**config.mk**
```make
export PLATFORM = sky130hd
export DESIGN_NAME = disk_block_bitmap_allocator_unit_flat
export DESIGN_NICKNAME = d
export VERILOG_FILES = /design/src/sv/dbba_pkg.sv /design/src/sv/dbba_if.sv /design/src/sv/disk_block_bitmap_allocator_unit.sv /design/src/sv/dbba_front.sv /design/src/sv/dbba_queue.sv /design/src/sv/dbba_back.sv /design/src/flat_wrapper.sv
export SDC_FILE = /design/constraint.sdc
export NUM_CORES = 1
export LEC_CHECK = 0
export CAP_MARGIN = 30
export CORE_UTILIZATION = 58
export DETAILED_ROUTE_END_ITERATION = 8
export DONT_BUFFER_PORTS = 1
export PLACE_DENSITY_LB_ADDON = 0.2
export SYNTH_ARGS = -nofsm -noshare
export SYNTH_HDL_FRONTEND = slang
export SYNTH_HIERARCHICAL = 1
export SYNTH_SLANG_ARGS = --single-unit
export TNS_END_PERCENT = 20
```
**constraint.sdc**
```tcl
create_clock -name clk -period 2.8 [get_ports clk]
set_input_delay 0.7 -clock clk [delete_from_list [all_inputs] [get_ports clk]]
set_output_delay 0.7 -clock clk [all_outputs]
set_load 0.02 [all_outputs]
```
**src/sv/dbba_pkg.sv**
```systemverilog
// Shared types, codes and constants for the disk block bitmap allocator.
`timescale 1ns / 1ps

package dbba_pkg;

    // Default disk geometry
    localparam int CYLINDERS_DEF         = 8;
    localparam int TRACKS_PER_CYL_DEF    = 2;
    localparam int SECTORS_PER_TRACK_DEF = 4;

    // Fixed beat field widths
    localparam int OPCODE_W  = 2;
    localparam int CYL_W     = 3;
    localparam int TRACK_W   = 1;
    localparam int SECTOR_W  = 2;
    localparam int STATUS_W  = 2;
    localparam int BITNUM_W  = 3;
    localparam int ROWOUT_W  = 8;

    // Holds sectors * track + sector for the largest geometry (64 * 1 + 3)
    localparam int BIT_POS_W = 7;

    // Command queue between front and back
    localparam int QUEUE_DEPTH = 2;
    localparam int QUEUE_PTR_W = $clog2(QUEUE_DEPTH);
    localparam int QUEUE_CNT_W = $clog2(QUEUE_DEPTH + 1);

    typedef enum logic [OPCODE_W-1:0] {
        OP_MARK  = 2'd0,
        OP_ALLOC = 2'd1,
        OP_FREE  = 2'd2,
        OP_READ  = 2'd3
    } op_t;

    typedef enum logic [STATUS_W-1:0] {
        ST_OK        = 2'd0,
        ST_NO_FREE   = 2'd1,
        ST_NOT_ALLOC = 2'd2
    } status_t;

    typedef enum logic [1:0] {
        B_IDLE,
        B_READ,
        B_EVAL
    } back_state_t;

    // Classified command handed from front to back
    typedef struct packed {
        op_t                  op;
        logic [CYL_W-1:0]     cyl;
        logic [TRACK_W-1:0]   track;
        logic [SECTOR_W-1:0]  sector;
        logic                 addr_ok;
        logic                 cyl_ok;
        logic [BIT_POS_W-1:0] bit_pos;
    } cmd_t;

endpackage

```
**src/sv/dbba_if.sv**
```systemverilog
// Request and response channel interfaces of the bitmap allocator.
`timescale 1ns / 1ps

interface dbba_req_if;
    logic                          valid;
    logic                          ready;
    logic [dbba_pkg::OPCODE_W-1:0] opcode;
    logic [dbba_pkg::CYL_W-1:0]    cyl_in;
    logic [dbba_pkg::TRACK_W-1:0]  track_in;
    logic [dbba_pkg::SECTOR_W-1:0] sector_in;

    modport source (output valid, opcode, cyl_in, track_in, sector_in, input ready);
    modport sink   (input valid, opcode, cyl_in, track_in, sector_in, output ready);
endinterface

interface dbba_rsp_if;
    logic                          valid;
    logic                          ready;
    logic [dbba_pkg::STATUS_W-1:0] status;
    logic [dbba_pkg::CYL_W-1:0]    cyl_out;
    logic [dbba_pkg::TRACK_W-1:0]  track_out;
    logic [dbba_pkg::SECTOR_W-1:0] sector_out;
    logic [dbba_pkg::BITNUM_W-1:0] bit_number;
    logic [dbba_pkg::ROWOUT_W-1:0] row_bits;

    modport source (output valid, status, cyl_out, track_out, sector_out, bit_number,
                    row_bits, input ready);
    modport sink   (input valid, status, cyl_out, track_out, sector_out, bit_number,
                    row_bits, output ready);
endinterface

```
**src/sv/disk_block_bitmap_allocator_unit.sv**
```systemverilog
// Top level of the first-fit disk block bitmap allocator.
// Sequence: each command passes through the accept cycle, the registered row read and the
//   evaluate and write-back cycle; allocate scans a row a cycle, passing over at most
//   CYLINDERS - 1 rows (7 by default). A new command is taken only once the last one has
//   posted its response beat.
// Reset: every row flag clears at once so the whole map reads free; no clearing pass.
`timescale 1ns / 1ps

module disk_block_bitmap_allocator_unit #(
    parameter int CYLINDERS         = dbba_pkg::CYLINDERS_DEF,
    parameter int TRACKS_PER_CYL    = dbba_pkg::TRACKS_PER_CYL_DEF,
    parameter int SECTORS_PER_TRACK = dbba_pkg::SECTORS_PER_TRACK_DEF
) (
    input  logic        clk,
    input  logic        rst_n,
    dbba_req_if.sink    req,
    dbba_rsp_if.source  rsp
);

    // Front to queue
    logic            push_valid;
    logic            push_ready;
    dbba_pkg::cmd_t  push_cmd;

    // Queue to back
    logic            pop_valid;
    logic            pop_ready;
    dbba_pkg::cmd_t  pop_cmd;

    // Classify each request beat: range-check the address, form the bit position in its row.
    // The request side stalls only when the queue is full.
    dbba_front #(
        .CYLINDERS         (CYLINDERS),
        .TRACKS_PER_CYL    (TRACKS_PER_CYL),
        .SECTORS_PER_TRACK (SECTORS_PER_TRACK)
    ) u_front (
        .req        (req),
        .push_valid (push_valid),
        .push_ready (push_ready),
        .push_cmd   (push_cmd)
    );

    // Hold classified commands so the front keeps taking beats while a scan runs
    dbba_queue u_queue (
        .clk        (clk),
        .rst_n      (rst_n),
        .push_valid (push_valid),
        .push_ready (push_ready),
        .push_cmd   (push_cmd),
        .pop_valid  (pop_valid),
        .pop_ready  (pop_ready),
        .pop_cmd    (pop_cmd)
    );

    // Carry out each command against the row memory; the response register lets a finished
    // beat wait for the sink while the sequencer stalls only when it has a new one to post.
    dbba_back #(
        .CYLINDERS         (CYLINDERS),
        .TRACKS_PER_CYL    (TRACKS_PER_CYL),
        .SECTORS_PER_TRACK (SECTORS_PER_TRACK)
    ) u_back (
        .clk       (clk),
        .rst_n     (rst_n),
        .pop_valid (pop_valid),
        .pop_ready (pop_ready),
        .pop_cmd   (pop_cmd),
        .rsp       (rsp)
    );

endmodule

```
**src/sv/dbba_front.sv**
```systemverilog
// Front end: accept request beats, range-check the address and form the row bit position.
`timescale 1ns / 1ps

module dbba_front #(
    parameter int CYLINDERS         = dbba_pkg::CYLINDERS_DEF,
    parameter int TRACKS_PER_CYL    = dbba_pkg::TRACKS_PER_CYL_DEF,
    parameter int SECTORS_PER_TRACK = dbba_pkg::SECTORS_PER_TRACK_DEF
) (
    dbba_req_if.sink        req,
    output logic            push_valid,
    input  logic            push_ready,
    output dbba_pkg::cmd_t  push_cmd
);

    logic cyl_ok;
    logic trk_ok;
    logic sec_ok;

    always_comb
    begin
        cyl_ok = 32'(req.cyl_in) < 32'(CYLINDERS);
        trk_ok = 32'(req.track_in) < 32'(TRACKS_PER_CYL);
        sec_ok = 32'(req.sector_in) < 32'(SECTORS_PER_TRACK);

        push_cmd.op      = dbba_pkg::op_t'(req.opcode);
        push_cmd.cyl     = req.cyl_in;
        push_cmd.track   = req.track_in;
        push_cmd.sector  = req.sector_in;
        push_cmd.cyl_ok  = cyl_ok;
        push_cmd.addr_ok = cyl_ok && trk_ok && sec_ok;
        push_cmd.bit_pos = dbba_pkg::BIT_POS_W'(32'(SECTORS_PER_TRACK) * 32'(req.track_in)
                                                + 32'(req.sector_in));
    end

    assign push_valid = req.valid;
    assign req.ready  = push_ready;

endmodule

```
**src/sv/dbba_queue.sv**
```systemverilog
// Short command queue decoupling the front end from the bitmap sequencer.
`timescale 1ns / 1ps

module dbba_queue (
    input  logic            clk,
    input  logic            rst_n,
    input  logic            push_valid,
    output logic            push_ready,
    input  dbba_pkg::cmd_t  push_cmd,
    output logic            pop_valid,
    input  logic            pop_ready,
    output dbba_pkg::cmd_t  pop_cmd
);

    dbba_pkg::cmd_t                         entry_reg [dbba_pkg::QUEUE_DEPTH];
    logic [dbba_pkg::QUEUE_PTR_W-1:0]       wr_ptr_reg;
    logic [dbba_pkg::QUEUE_PTR_W-1:0]       wr_ptr_next;
    logic [dbba_pkg::QUEUE_PTR_W-1:0]       rd_ptr_reg;
    logic [dbba_pkg::QUEUE_PTR_W-1:0]       rd_ptr_next;
    logic [dbba_pkg::QUEUE_CNT_W-1:0]       count_reg;
    logic [dbba_pkg::QUEUE_CNT_W-1:0]       count_next;
    logic                                   do_push;
    logic                                   do_pop;

    assign push_ready = count_reg != dbba_pkg::QUEUE_CNT_W'(dbba_pkg::QUEUE_DEPTH);
    assign pop_valid  = count_reg != '0;
    assign pop_cmd    = entry_reg[rd_ptr_reg];
    assign do_push    = push_valid && push_ready;
    assign do_pop     = pop_valid && pop_ready;

    // Wrap pointers at the queue depth
    always_comb
    begin
        wr_ptr_next = wr_ptr_reg;
        rd_ptr_next = rd_ptr_reg;
        count_next  = count_reg;
        if (do_push)
        begin
            wr_ptr_next = (32'(wr_ptr_reg) == dbba_pkg::QUEUE_DEPTH - 1) ? '0
                        : wr_ptr_reg + 1'b1;
        end
        if (do_pop)
        begin
            rd_ptr_next = (32'(rd_ptr_reg) == dbba_pkg::QUEUE_DEPTH - 1) ? '0
                        : rd_ptr_reg + 1'b1;
        end
        if (do_push && !do_pop)
        begin
            count_next = count_reg + 1'b1;
        end
        else if (do_pop && !do_push)
        begin
            count_next = count_reg - 1'b1;
        end
    end

    always_ff @(posedge clk or negedge rst_n)
    begin
        if (!rst_n)
        begin
            wr_ptr_reg <= '0;
            rd_ptr_reg <= '0;
            count_reg  <= '0;
        end
        else
        begin
            wr_ptr_reg <= wr_ptr_next;
            rd_ptr_reg <= rd_ptr_next;
            count_reg  <= count_next;
        end
    end

    always_ff @(posedge clk)
    begin
        if (do_push)
        begin
            entry_reg[wr_ptr_reg] <= push_cmd;
        end
    end

endmodule

```
**src/sv/dbba_back.sv**
```systemverilog
// Back end: bitmap row memory, first-fit scan sequencer and response register.
`timescale 1ns / 1ps

module dbba_back #(
    parameter int CYLINDERS         = dbba_pkg::CYLINDERS_DEF,
    parameter int TRACKS_PER_CYL    = dbba_pkg::TRACKS_PER_CYL_DEF,
    parameter int SECTORS_PER_TRACK = dbba_pkg::SECTORS_PER_TRACK_DEF
) (
    input  logic            clk,
    input  logic            rst_n,
    input  logic            pop_valid,
    output logic            pop_ready,
    input  dbba_pkg::cmd_t  pop_cmd,
    dbba_rsp_if.source      rsp
);

    localparam int ROW_BITS = TRACKS_PER_CYL * SECTORS_PER_TRACK;
    localparam int ROW_AW   = (CYLINDERS > 1) ? $clog2(CYLINDERS) : 1;
    localparam int TRK_IW   = (TRACKS_PER_CYL > 1) ? $clog2(TRACKS_PER_CYL) : 1;
    localparam int SEC_IW   = (SECTORS_PER_TRACK > 1) ? $clog2(SECTORS_PER_TRACK) : 1;
    localparam int BIT_POS_W_LOCAL = dbba_pkg::BIT_POS_W;

    // Row memory; valid flags make a never-written row read as all free
    logic [ROW_BITS-1:0]              mem [CYLINDERS];
    logic [CYLINDERS-1:0]             row_valid_reg;
    logic [ROW_BITS-1:0]              rd_data_reg;
    logic                             rd_valid_reg;

    dbba_pkg::back_state_t            state_reg;
    dbba_pkg::back_state_t            state_next;
    dbba_pkg::cmd_t                   cmd_reg;
    logic [ROW_AW-1:0]                scan_reg;
    logic [ROW_AW-1:0]                scan_next;

    logic [ROW_AW-1:0]                rd_addr;
    logic                             wr_en;
    logic [ROW_AW-1:0]                wr_addr;
    logic [ROW_BITS-1:0]              wr_data;
    logic                             done;
    logic                             out_free;
    logic                             scan_last;

    logic [ROW_BITS-1:0]              row_eff;
    logic [ROW_BITS-1:0]              free_bits;
    logic [ROW_BITS-1:0]              bit_mask;
    logic [ROW_BITS-1:0]              alloc_mask;
    logic [TRACKS_PER_CYL-1:0]        trk_free;
    logic [SECTORS_PER_TRACK-1:0]     sec_free;
    logic [TRK_IW-1:0]                first_trk;
    logic [SEC_IW-1:0]                first_sec;
    logic [BIT_POS_W_LOCAL-1:0]       first_bit;
    logic                             row_has_free;
    logic                             blk_used;
    logic [ROW_AW-1:0]                cmd_row;

    logic                             out_valid_reg;
    dbba_pkg::status_t                status_reg;
    logic [dbba_pkg::CYL_W-1:0]       cyl_out_reg;
    logic [dbba_pkg::TRACK_W-1:0]     track_out_reg;
    logic [dbba_pkg::SECTOR_W-1:0]    sector_out_reg;
    logic [dbba_pkg::BITNUM_W-1:0]    bit_number_reg;
    logic [dbba_pkg::ROWOUT_W-1:0]    row_bits_reg;

    dbba_pkg::status_t                res_status;
    logic [dbba_pkg::CYL_W-1:0]       res_cyl;
    logic [dbba_pkg::TRACK_W-1:0]     res_track;
    logic [dbba_pkg::SECTOR_W-1:0]    res_sector;
    logic [dbba_pkg::BITNUM_W-1:0]    res_bit;
    logic [dbba_pkg::ROWOUT_W-1:0]    res_row;

    assign out_free  = !out_valid_reg || rsp.ready;
    assign cmd_row   = ROW_AW'(cmd_reg.cyl);
    assign scan_last = 32'(scan_reg) == CYLINDERS - 1;

    // Row as seen after the registered read
    assign row_eff   = rd_valid_reg ? rd_data_reg : '0;
    assign free_bits = ~row_eff;
    assign bit_mask  = cmd_reg.addr_ok ? (ROW_BITS'(1) << cmd_reg.bit_pos) : '0;
    assign blk_used  = |(row_eff & bit_mask);

    // First free block: lowest track with a free sector, then lowest sector
    always_comb
    begin
        for (int t = 0; t < TRACKS_PER_CYL; t++)
        begin
            trk_free[t] = |free_bits[t*SECTORS_PER_TRACK +: SECTORS_PER_TRACK];
        end
        row_has_free = |trk_free;
        first_trk = '0;
        for (int t = TRACKS_PER_CYL - 1; t >= 0; t--)
        begin
            if (trk_free[t])
            begin
                first_trk = TRK_IW'(t);
            end
        end
        sec_free  = free_bits[32'(first_trk)*SECTORS_PER_TRACK +: SECTORS_PER_TRACK];
        first_sec = '0;
        for (int s = SECTORS_PER_TRACK - 1; s >= 0; s--)
        begin
            if (sec_free[s])
            begin
                first_sec = SEC_IW'(s);
            end
        end
        first_bit  = BIT_POS_W_LOCAL'(32'(first_trk) * SECTORS_PER_TRACK + 32'(first_sec));
        alloc_mask = ROW_BITS'(1) << first_bit;
    end

    // Next state
    always_comb
    begin
        state_next = state_reg;
        case (state_reg)
            dbba_pkg::B_IDLE:
            begin
                if (pop_valid)
                begin
                    state_next = dbba_pkg::B_READ;
                end
            end
            dbba_pkg::B_READ:
            begin
                state_next = dbba_pkg::B_EVAL;
            end
            dbba_pkg::B_EVAL:
            begin
                if (done)
                begin
                    state_next = dbba_pkg::B_IDLE;
                end
            end
            default:
            begin
                state_next = dbba_pkg::B_IDLE;
            end
        endcase
    end

    // Sequencer outputs: memory port, scan advance and response
    always_comb
    begin
        pop_ready  = 1'b0;
        rd_addr    = cmd_row;
        wr_en      = 1'b0;
        wr_addr    = cmd_row;
        wr_data    = row_eff;
        done       = 1'b0;
        scan_next  = scan_reg;
        res_status = dbba_pkg::ST_OK;
        res_cyl    = cmd_reg.cyl;
        res_track  = cmd_reg.track;
        res_sector = cmd_reg.sector;
        res_bit    = dbba_pkg::BITNUM_W'(cmd_reg.bit_pos);
        res_row    = '0;
        case (state_reg)
            dbba_pkg::B_IDLE:
            begin
                pop_ready = 1'b1;
                scan_next = '0;
            end
            dbba_pkg::B_READ:
            begin
                if (cmd_reg.op == dbba_pkg::OP_ALLOC)
                begin
                    rd_addr = scan_reg;
                end
            end
            dbba_pkg::B_EVAL:
            begin
                case (cmd_reg.op)
                    dbba_pkg::OP_MARK:
                    begin
                        done    = out_free;
                        wr_en   = out_free && cmd_reg.addr_ok;
                        wr_data = row_eff | bit_mask;
                    end
                    dbba_pkg::OP_ALLOC:
                    begin
                        rd_addr    = scan_reg;
                        wr_addr    = scan_reg;
                        wr_data    = row_eff | alloc_mask;
                        res_cyl    = dbba_pkg::CYL_W'(scan_reg);
                        res_track  = dbba_pkg::TRACK_W'(first_trk);
                        res_sector = dbba_pkg::SECTOR_W'(first_sec);
                        res_bit    = dbba_pkg::BITNUM_W'(first_bit);
                        if (row_has_free)
                        begin
                            done  = out_free;
                            wr_en = out_free;
                        end
                        else if (!scan_last)
                        begin
                            scan_next = scan_reg + 1'b1;
                            rd_addr   = scan_reg + 1'b1;
                        end
                        else
                        begin
                            done       = out_free;
                            res_status = dbba_pkg::ST_NO_FREE;
                            res_cyl    = '0;
                            res_track  = '0;
                            res_sector = '0;
                            res_bit    = '0;
                        end
                    end
                    dbba_pkg::OP_FREE:
                    begin
                        done    = out_free;
                        wr_en   = out_free && blk_used;
                        wr_data = row_eff & ~bit_mask;
                        if (!blk_used)
                        begin
                            res_status = dbba_pkg::ST_NOT_ALLOC;
                        end
                    end
                    dbba_pkg::OP_READ:
                    begin
                        done       = out_free;
                        res_track  = '0;
                        res_sector = '0;
                        res_bit    = '0;
                        res_row    = cmd_reg.cyl_ok ? dbba_pkg::ROWOUT_W'(row_eff) : '0;
                    end
                    default:
                    begin
                        done = out_free;
                    end
                endcase
            end
            default:
            begin
                pop_ready = 1'b0;
            end
        endcase
    end

    always_ff @(posedge clk or negedge rst_n)
    begin
        if (!rst_n)
        begin
            state_reg     <= dbba_pkg::B_IDLE;
            row_valid_reg <= '0;
            rd_valid_reg  <= 1'b0;
            out_valid_reg <= 1'b0;
        end
        else
        begin
            state_reg    <= state_next;
            rd_valid_reg <= row_valid_reg[rd_addr];
            if (wr_en)
            begin
                row_valid_reg[wr_addr] <= 1'b1;
            end
            if (done)
            begin
                out_valid_reg <= 1'b1;
            end
            else if (rsp.ready)
            begin
                out_valid_reg <= 1'b0;
            end
        end
    end

    // Payload registers, memory write port and registered read port
    always_ff @(posedge clk)
    begin
        scan_reg    <= scan_next;
        rd_data_reg <= mem[rd_addr];
        if (wr_en)
        begin
            mem[wr_addr] <= wr_data;
        end
        if (pop_valid && pop_ready)
        begin
            cmd_reg <= pop_cmd;
        end
        if (done)
        begin
            status_reg     <= res_status;
            cyl_out_reg    <= res_cyl;
            track_out_reg  <= res_track;
            sector_out_reg <= res_sector;
            bit_number_reg <= res_bit;
            row_bits_reg   <= res_row;
        end
    end

    assign rsp.valid      = out_valid_reg;
    assign rsp.status     = status_reg;
    assign rsp.cyl_out    = cyl_out_reg;
    assign rsp.track_out  = track_out_reg;
    assign rsp.sector_out = sector_out_reg;
    assign rsp.bit_number = bit_number_reg;
    assign rsp.row_bits   = row_bits_reg;

endmodule

```
**src/flat_wrapper.sv**
```systemverilog
// flat-port wrapper written by rule: the top's interface ports become plain ports
module disk_block_bitmap_allocator_unit_flat 
#(
    parameter int CYLINDERS         = dbba_pkg::CYLINDERS_DEF,
    parameter int TRACKS_PER_CYL    = dbba_pkg::TRACKS_PER_CYL_DEF,
    parameter int SECTORS_PER_TRACK = dbba_pkg::SECTORS_PER_TRACK_DEF
)
  (clk, rst_n, req_valid, req_opcode, req_cyl_in, req_track_in, req_sector_in, req_ready, rsp_valid, rsp_status, rsp_cyl_out, rsp_track_out, rsp_sector_out, rsp_bit_number, rsp_row_bits, rsp_ready);
  dbba_req_if req_i ();
  dbba_rsp_if rsp_i ();
  input  logic clk;
  input  logic rst_n;
  input wire logic [$bits(req_i.valid)-1:0] req_valid;
  input wire logic [$bits(req_i.opcode)-1:0] req_opcode;
  input wire logic [$bits(req_i.cyl_in)-1:0] req_cyl_in;
  input wire logic [$bits(req_i.track_in)-1:0] req_track_in;
  input wire logic [$bits(req_i.sector_in)-1:0] req_sector_in;
  output wire logic [$bits(req_i.ready)-1:0] req_ready;
  output wire logic [$bits(rsp_i.valid)-1:0] rsp_valid;
  output wire logic [$bits(rsp_i.status)-1:0] rsp_status;
  output wire logic [$bits(rsp_i.cyl_out)-1:0] rsp_cyl_out;
  output wire logic [$bits(rsp_i.track_out)-1:0] rsp_track_out;
  output wire logic [$bits(rsp_i.sector_out)-1:0] rsp_sector_out;
  output wire logic [$bits(rsp_i.bit_number)-1:0] rsp_bit_number;
  output wire logic [$bits(rsp_i.row_bits)-1:0] rsp_row_bits;
  input wire logic [$bits(rsp_i.ready)-1:0] rsp_ready;
  assign req_i.valid = req_valid;
  assign req_i.opcode = req_opcode;
  assign req_i.cyl_in = req_cyl_in;
  assign req_i.track_in = req_track_in;
  assign req_i.sector_in = req_sector_in;
  assign req_ready = req_i.ready;
  assign rsp_valid = rsp_i.valid;
  assign rsp_status = rsp_i.status;
  assign rsp_cyl_out = rsp_i.cyl_out;
  assign rsp_track_out = rsp_i.track_out;
  assign rsp_sector_out = rsp_i.sector_out;
  assign rsp_bit_number = rsp_i.bit_number;
  assign rsp_row_bits = rsp_i.row_bits;
  assign rsp_i.ready = rsp_ready;
  disk_block_bitmap_allocator_unit #(.CYLINDERS(CYLINDERS), .TRACKS_PER_CYL(TRACKS_PER_CYL), .SECTORS_PER_TRACK(SECTORS_PER_TRACK)) u_core (.clk(clk), .rst_n(rst_n), .req(req_i), .rsp(rsp_i));
endmodule
```
==> results.toml <==
[power]
ir_drop_v = 0.00135
power_density_mw_per_mm2 = 1250
power_leakage_uw = 0.00312
power_uw = 10300

[place]
place.port_buffers = 0
dp_hpwl_mm = 10.2
placed_area_sq_mm = 0.00761
routabilityCongestion = 0.904

[clocking]
clock-sinks = 161
cts.clk_slew.worst_paths_ns = 0.06
clock-root-buffer = "clkbuf_16"
cts_tree = "built"
clk_path_buf_depth = 2
htree_levels = 4
cts_made_buffers = 17
clk_latency_ns = 0.42

[global_route]
overflow = 0
grt_first_pass_wirelength_mm = 22.6
grt_max_degree = 37
grt_pass1_vias = 4144
antenna_found_initial = 0
grt_use_total_pct = 24.0

[die]
die_width_um = 114
fp-row-count = 40
core_sq_mm = 0.0122
dieArea_sq_mm = 0.0130
die_height_um = 114
ios = 33
start_util_pct = 60.1

[drt]
wl_mm = 14.3
routedWlPerCell_um = 19.7
vias_per_cell = 5.83
post-route-drc-count = 0
num_vias = 4248
antenna_left = 0
dr.first_iter.drc_count = 360
drt_pre_antenna_iters = 5

[critical_path]
path_buf_inv = 2
cpMaxStageDelayCell = "or4_4"
critPathMaxStageDelay_ns = 0.61
critPathTopFamily = "simple AND/OR/NAND/NOR gates"
crit_type = "reg -> reg"
worstRegToRegCells = 8
crit_chain = "nand3_2 -> or4_4 -> a221oi_4 -> buf_4 -> buf_12 -> mux2i_1 -> mux2i_1 -> mux2_4"
setup.worst_path.start_class = "register"
worstPathArrival_ns = 3.03
cp-end-kind = "register"
worstPathRequired_ns = 3.11
crit_fanout = 18
r2r_slack_ns = 0.08
rr_endpoint = "u_core/u_back/rd_data_reg[2]$_DFF_P_"
r2r-start = "u_core/u_back/rd_data_reg[6]$_DFF_P_"
crit_top_cell = "mux2i_1"

[run]
maxCapViolCount = 0

[cells_and_area]
finalInstanceArea_sq_mm = 0.00827
final_layout_size_suffix_gt1_share_pct = 20.9
fin_util_pct = 68.0
nets = 571
largest_reg_flops = 64
insertedDiodeCount = 0
synthToLayoutAreaGrowth_pct = 13.2

[worst_hold_path]
hold_depth = 0
holdCritStartpoint = "req_cyl_in[1]"
holdCritPathClass = "in -> reg"
worstHoldEndpoint = "u_core/u_queue/entry_reg[1][13]$_DFFE_PP_"

[sta]
hold_violations = 0
period_share_pct = 97.2
slew_viol_final = 0
setup-violations-final = 0
fin_crit_ns = 2.72
tightest_slew_ns = 0.936
maxSlewHeadroom_pct = 37.6
fmax_mhz = 367
finClkSkew_ns = 0.00864

[yosys]
yosysTopAreaCell = "edfxtp_1"
syn-cell-area_sq_mm = 0.00730
synth-seq-cells = 161
synth_cell_type_count = 58
synth_commonest_cells = "edfxtp_1, mux2i_1, nand2_1"
synthCells = 513
synth-edff-count = 137
synth.area.top_cells = "edfxtp_1, mux2i_1, dfrtp_1, mux2_4, dfxtp_1"
synth.most_common_cell = "edfxtp_1"
synth-main-ff-cell = "edfxtp_1"
synthArstFlopShare_pct = 9.94
yosysTopAreaCellShare_pct = 56.3
ys_warn_count = 6
syn_avg_cell_area_sq_um = 14.2
yosysSeqAreaShare_pct = 64.0

[status]
status = "finished clean"
==> how the worst max path moves through the flow <==
stage / start / endpoint / depth (start not counted)
3_3_place_gp: u_core/u_back/rd_data_reg[6]$_DFF_P_ / u_core/u_back/rd_data_reg[2]$_DFF_P_ / 7
2_1_floorplan: u_core/u_back/state_reg[0]$_DFFE_PN0P_ / u_core/u_back/mem[1][0]$_DFFE_PP_ / 7
6_report: u_core/u_back/rd_data_reg[6]$_DFF_P_ / u_core/u_back/rd_data_reg[2]$_DFF_P_ / 8
4_1_cts: u_core/u_back/rd_data_reg[6]$_DFF_P_ / u_core/u_back/rd_data_reg[2]$_DFF_P_ / 7
5_1_grt: u_core/u_back/rd_data_reg[6]$_DFF_P_ / u_core/u_back/rd_data_reg[2]$_DFF_P_ / 8
3_5_place_dp: u_core/u_back/rd_data_reg[6]$_DFF_P_ / u_core/u_back/rd_data_reg[2]$_DFF_P_ / 7
==> through the flow <==
stage	setup TNS, ns	hold slack, ns	worst slack, ns	std cells
6_report	0	0.370	0.0783	729
5_1_grt	-0.0348	0.350	-0.0135	729
4_1_cts	0	0.350	0.0726	726
3_5_place_dp	0	0.405	0.0849	693
3_3_place_gp	0	0.405	0.0518	693
2_1_floorplan	0	0.404	0.00244	517
==> cell families (layout without fill, tap and decap cells) <==
family | Yosys count | after routing | synth area share (%)
flops | 161 | 161 | 64.0
mux | 84 | 84 | 12.9
xor+xnor | 5 | 5 | 0.600
fa+ha+maj | 11 | 11 | 1.88
buf+inv | 52 | 96 | 4.86
other cells | 2 | 6 | 0.103
simple gates | 121 | 121 | 8.63
compound gates | 77 | 77 | 6.99
==> layer usage <==
layer	global-route usage, %	routed length [um]	vias up
li1	-	-	1977
met1	33.6	6590	2116
met2	37.2	6810	138
met3	5.93	722	17
met4	7.27	223	0
met5	0	0	-
==> cells in the final DEF (no fill, tap or decap), types with 4 or more instances in the layout <==
master	count
nor3_1	6
a31oi_1	9
inv_1	15
a211oi_1	8
clkbuf_16	18
nand2_1	39
a21oi_1	14
mux2i_1	55
and3_1	4
o21ai_0	13
dfxtp_1	8
a21o_1	5
and2_1	8
ha_1	10
o22ai_1	4
conb_1	6
buf_4	45
mux2_4	18
nand3_1	8
or2_1	9
dfrtp_1	16
o21a_1	4
edfxtp_1	137
mux2_2	11
nor2_1	23
inv_6	4
==> repair_timing <==
action	CTS	global route
endpoints found under the setup margin	0	5
gates resized for setup	0	1
setup buffers	0	2
hold endpoints to repair	16	0
hold buffers	1	0
==> layout make-up <==
class | instances | area [sq um]
Clock buffer | 17 | 425
Clock inverter | 15 | 183
Fill cell | 869 | 3890
Inverter | 15 | 56.3
Multi-Input combinational cell | 304 | 2310
Sequential cell | 161 | 4670
Tap cell | 168 | 210
Timing Repair Buffer | 49 | 413
==> worst register-to-register path: stages, from the launching register on <==
cell	delay [ns]
dfxtp_1	0.49
nand3_2	0.18
or4_4	0.61
a221oi_4	0.30
buf_4	0.16
buf_12	0.17
mux2i_1	0.31
mux2i_1	0.12
mux2_4	0.27
==> where the power goes <==
part | total (uW) | switching [uW] | internal, uW | leakage, uW
Combinational | 4010 | 2170 | 1830 | 0.00134
Sequential | 3980 | 493 | 3480 | 0.00150
Clock | 2330 | 920 | 1410 | 0.000288
Total | 10300 | 3590 | 6720 | 0.00312
No activity file was read; power rests on OpenSTA's default activity.
